==> config.mk <==
export PLATFORM = sky130hd
export DESIGN_NAME = rptla_cmp
export DESIGN_NICKNAME = d
export VERILOG_FILES = /design/src/rtl/core/rptla_pkg.sv /design/src/rtl/core/rptla_cmp.sv
export SDC_FILE = /design/constraint.sdc
export NUM_CORES = 1
export LEC_CHECK = 0
export CORE_MARGIN = 3
export CORE_UTILIZATION = 30
export DETAILED_ROUTE_END_ITERATION = 7
export DONT_BUFFER_PORTS = 1
export SLEW_MARGIN = 5
export SYNTH_ARGS = -nofsm -noshare
export SYNTH_HDL_FRONTEND = slang
export SYNTH_SLANG_ARGS = --single-unit
export TNS_END_PERCENT = 30
==> constraint.sdc <==
create_clock -name vclk -period 8.44
set_input_delay 0 -clock vclk [all_inputs]
set_output_delay 0 -clock vclk [all_outputs]
set_load 0.02 [all_outputs]
==> src/rtl/core/rptla_pkg.sv <==
// package for the ranging peer table: sizes, command and status codes, types
// no dependencies
package rptla_pkg;

   localparam int MaxPeers = 16;
   localparam int MaxNbrs = 8;
   localparam int PeerIdxW = $clog2(MaxPeers);
   localparam int NbrIdxW = $clog2(MaxNbrs);
   localparam int PeerCntW = $clog2(MaxPeers + 1);
   localparam int NbrCntW = $clog2(MaxNbrs + 1);
   localparam int NbrAddrW = PeerIdxW + NbrIdxW;
   localparam logic [31:0] TimeoutReset = 32'd10000000;

   // register addresses on the csr port
   localparam logic [1:0] REG_TIMEOUT = 2'd0;

   localparam logic [1:0] CMD_ROUND = 2'd0;
   localparam logic [1:0] CMD_REPORT = 2'd1;
   localparam logic [1:0] CMD_READ = 2'd2;

   localparam logic [2:0] ST_UPDATED = 3'd0;
   localparam logic [2:0] ST_INSERTED = 3'd1;
   localparam logic [2:0] ST_REPLACED = 3'd2;
   localparam logic [2:0] ST_REJECTED = 3'd3;
   localparam logic [2:0] ST_BAD_INDEX = 3'd4;
   localparam logic [2:0] ST_ROUND_DONE = 3'd5;

   typedef struct packed {
      logic [1:0] command;
      logic [47:0] now_us;
      logic [23:0] peer_id;
      logic signed [31:0] peer_distance;
      logic [7:0] peer_sequence;
      logic [23:0] neighbour_id;
      logic [15:0] neighbour_distance;
      logic [15:0] nlos_level;
      logic [3:0] entry_index;
      logic [2:0] neighbour_index;
   } req_type;

   typedef struct packed {
      logic [2:0] status;
      logic [4:0] peer_count;
      logic [23:0] read_id;
      logic signed [31:0] read_distance;
      logic [7:0] read_sequence;
      logic [47:0] read_last_seen;
      logic [7:0] read_round;
      logic [15:0] read_nlos;
      logic [3:0] read_neighbour_count;
      logic [23:0] read_neighbour_id;
      logic [15:0] read_neighbour_distance;
   } rsp_type;

   // one peer record without its neighbours
   typedef struct packed {
      logic [23:0] id;
      logic [31:0] dist_mm;
      logic [7:0] seq;
      logic [47:0] seen;
      logic [7:0] round;
      logic [15:0] nlos;
      logic [NbrCntW-1:0] ncnt;
   } peer_type;

   typedef struct packed {
      logic [23:0] id;
      logic [15:0] dist_mm;
   } nbr_type;

   typedef enum logic [3:0] {
      S_IDLE, S_SCAN, S_SCAN_CHK, S_PLACE, S_NSCAN, S_NSCAN_CHK,
      S_SWEEP, S_SWEEP_CHK, S_COPY, S_READ, S_READ_N, S_DONE
   } state_type;

endpackage

==> src/rtl/core/rptla_cmp.sv <==
// shared compare unit: equality of ids and 48-bit subtract for order and age tests
// depends on rptla_pkg
module rptla_cmp (
   input  logic [47:0] a,
   input  logic [47:0] b,
   input  logic [31:0] limit,
   output logic        equal,
   output logic        a_less,
   output logic        aged
);
   import rptla_pkg::*;
   logic [48:0] diff;
   // one wide subtract serves less-than and idle age
   assign diff = {1'b0, a} - {1'b0, b};
   assign a_less = diff[48];
   assign equal = (a == b);
   assign aged = (diff[47:0] > {16'd0, limit});
endmodule

* After elaboration in Yosys (flattened, before gate mapping)
Index checks and enable logic that the tools add are counted.
W data, S select, Z words.
** Storage, ports and cells
- Output and inout port bits :: 3
- Word-level logic and storage cells :: 3
- Bits in registers :: 0
** Operators by class
- $add $sub $neg :: 1
- Magnitude comparators :: 1
- Equal/unequal tests :: 1
** Operators by type and width (number)
- $sub A48 B48 Y49 :: 1
- $eq A48 B48 Y1 :: 1
- $gt A48 B32 Y1 :: 1

* Depth between registers and ports, before layout
- Depth in word-level cells :: 2
- Depth in mapped cells :: 23
- Mapped depth without buffers :: 22

* Least setup slack after synthesis
Ideal clock, no wire load.
- Path type :: input to output
- From :: input port b[6]
- To :: output port aged
- Arrival :: 3711 ps
- Setup slack :: 4729 ps
- Path buffers :: 1
- Stages :: 23
- Cell sequence :: inv_1 > ha_1 > buf_6 > a21o_1 > or3_4 > o21ai_4 > o31ai_4 > a21oi_1 > nor2_1 > o21a_1 > o21a_1 > nor2_1 > xnor2_1 > ha_1 > a21o_1 > a21o_1 > a211oi_1 > o21ai_0 > a21oi_1 > a21oi_1 > nor4_2 > and4_1 > nand2_1
** Between the ends
- Word-level cells in the longest chain between the ends :: 2
** RTL lines
- start, declared :: RTL line rptla_cmp.sv:5 : input logic [47:0] b,
- $sub A48 B48 Y49 :: RTL line rptla_cmp.sv:14 : assign diff = {1'b0, a} - {1'b0, b};
- $gt A48 B32 Y1 :: RTL line rptla_cmp.sv:17 : assign aged = (diff[47:0] > {16'd0, limit});
- end, declared :: RTL line rptla_cmp.sv:9 : output logic aged
No other way between the ends.

* Worst setup path in the final report
- From :: input port a[0]
- To :: output port aged
** Between the ends
- Word-level cells in the longest chain between the ends :: 2
** RTL lines
- start, declared :: RTL line rptla_cmp.sv:4 : input logic [47:0] a,
- $sub A48 B48 Y49 :: RTL line rptla_cmp.sv:14
- $gt A48 B32 Y1 :: RTL line rptla_cmp.sv:17
No other way between the ends.

==> flow_summary.json <==
{
  "post_cts_buffers": 0,
  "powerDensity_nw_per_um2": 82.62,
  "drive_gt1_share_pct": 4.809,
  "routed_wl_mm": 12.34,
  "avgRoutedWirePerCell_um": 15.84,
  "worstPathMaxFanout": 3,
  "route.detailed.drc": 0,
  "antenna_cells": 0,
  "finalMaxSlewViolations": 0,
  "arrival_ns": 4.20,
  "track_usage_pct": 14.88,
  "vias_per_cell": 5.525,
  "hp-start": "a[47]",
  "first_global_vias": 4228,
  "dp_hpwl_mm": 10.93,
  "worstHoldPathCells": 2,
  "synthAdderAreaFrac_pct": 24.02,
  "antenna_found_initial": 0,
  "synthesis.area_um2": 4250,
  "port_buffers": 0,
  "synth_most_common_cell": "inv_1",
  "synthesis.nets": 830,
  "drt_iter0_drc": 274,
  "synth_largest_area_cell": "ha_1",
  "hold_path_end": "a_less",
  "hold_violations": 0,
  "overflow": 0,
  "slew_headroom_pct": 54.68,
  "ys_types": 75,
  "place.gp.congestion": 0.8803,
  "cp-end-kind": "output pin",
  "io_pins": 131,
  "seq_cells": 0,
  "worstMarginPinSlew_ns": 0.6736,
  "area_growth_pct": 2.826,
  "setup_violations": 0,
  "postSynthAreaPerCell_um2": 6.844,
  "cp.required_ns": 8.44,
  "leakagePower_nw": 2.109,
  "min_path_type": "in2out",
  "die_w_um": 125.0,
  "setup_tns_ns": 0,
  "die-area_um2": 15630,
  "rsz0062_at_grt": "no",
  "critPathKind": "in2out",
  "dp_cells": 779,
  "synth_seq_area_share_pct": 0,
  "status": "completed",
  "synth_xor_area_share_pct": 6.594,
  "floorplan.initialDensity_pct": 31.35,
  "grt_max_degree": 13,
  "synth_top_area_share_pct": 23.55,
  "die_y_um": 125.0,
  "dr.pass1.iters": 4,
  "core-area_um2": 13560,
  "vias": 4304,
  "grt_pass1_wl_mm": 20.24,
  "synth_compound_gate_area_share_pct": 35.06,
  "fmax_ghz": 0.2380,
  "ys_top_cells_by_count": "inv_1, ha_1, a21oi_1, nor2_1, nand2_1",
  "startpoint": "a[0]",
  "yosysWarnings": 0,
  "clkbuf_count": 0,
  "drv_cap": 0,
  "fp-row-count": 42,
  "fill_cells": 1526,
  "post_cts_resized": 0,
  "ant_nets": 0,
  "hold_buffers": 0,
  "finalCritPeriodShare_pct": 49.78,
  "nets": 814,
  "crit_path_start_kind": "primary input",
  "synth_area_leaders": "ha_1, inv_1, a21oi_1",
  "synth_top_family_by_area": "compound AO/OA/AOI/OAI gates",
  "synth.mux.area_fraction_pct": 1.236,
  "fin_cells": 779,
  "fin_crit_ns": 4.201,
  "regArea_um2": 0,
  "syn_inst": 621,
  "ir_worst_vdd_uv": 19.46,
  "yosys.area_share.simple_pct": 22.43
}
==> cells in the final DEF (no fill, tap or decap), types with 9 or more instances in the layout <==
master and n:
nand4_1 20, ha_1 80, inv_1 94, a21oi_1 69
nand2_1 39, xnor2_1 20, nor2_1 40, xor2_1 12
nand3_1 16, a211oi_1 11, o21ai_0 30, nand2b_1 9
a21o_1 28
==> power by group <==
group | internal [W] | total [W] | switching (W)
Combinational | 0.000151 | 0.000361 | 0.000210
Clock | 0 | 0 | 0
Sequential | 0 | 0 | 0
==> worst max-delay path, stage by stage <==
cell and delay, ns:
inv_1 0.02, ha_1 0.21, fa_1 0.41, nand2b_1 0.18
a21o_1 0.19, a21oi_2 0.26, a2111o_1 0.25, nand2_1 0.11
o31ai_1 0.39, a21o_1 0.18, a21oi_1 0.07, xnor2_1 0.14
ha_1 0.19, a21o_1 0.15, a21o_1 0.17, a211oi_1 0.20
o21ai_0 0.11, a21oi_1 0.12, a21oi_1 0.09, nor4_2 0.31
and4_1 0.26, nand2_1 0.17
==> metrics by stage <==
stage               util [%]  power (W)  worst slack, ns  area [µm²]  hold slack, ns
finish                 32.24  0.0003611            4.239        4370          0.3243
global route           32.24  0.0004087            3.894        4370          0.3528
CTS                    32.24  0.0003612            4.206        4370          0.3283
detailed placement     32.24  0.0003587            4.220        4370          0.3199
global placement       32.24  0.0003583            4.348        4370          0.3282
floorplan                  -  0.0002889            4.729        4250          0.3023
==> metal layers <==
layer | vias up | global-route usage (%) | routed length (µm)
met1 | 1959 | 20.59 | 5948
met3 | 6 | 1.706 | 568
met5 | - | 0 | 0
li1 | 2225 | - | -
met4 | 0 | 0.7653 | 63
met2 | 114 | 26.13 | 5763
==> logic make-up (layout without fill, tap and decap cells) <==
| family | Yosys count | in the layout |
|---|---|---|
| multiplexers | 5 | 5 |
| buffers and inverters | 112 | 94 |
| adder cells (fa/ha/maj) | 81 | 81 |
| XOR/XNOR | 32 | 32 |
| AND/OR/NAND/NOR | 177 | 177 |
| AO/OA/AOI/OAI | 214 | 214 |
==> cell type report <==
type	instances	area (µm²)	share of cell area, %
well taps	176	220.2	5.039
inverters	94	352.8	8.073
multi-input cells	509	3797	86.89
==> worst max path at each step <==
stage,to
detailed placement,aged
floorplan,aged
global placement,aged
finish,aged
global route,aged
CTS,aged
Power figures use the tool's default switching activity.
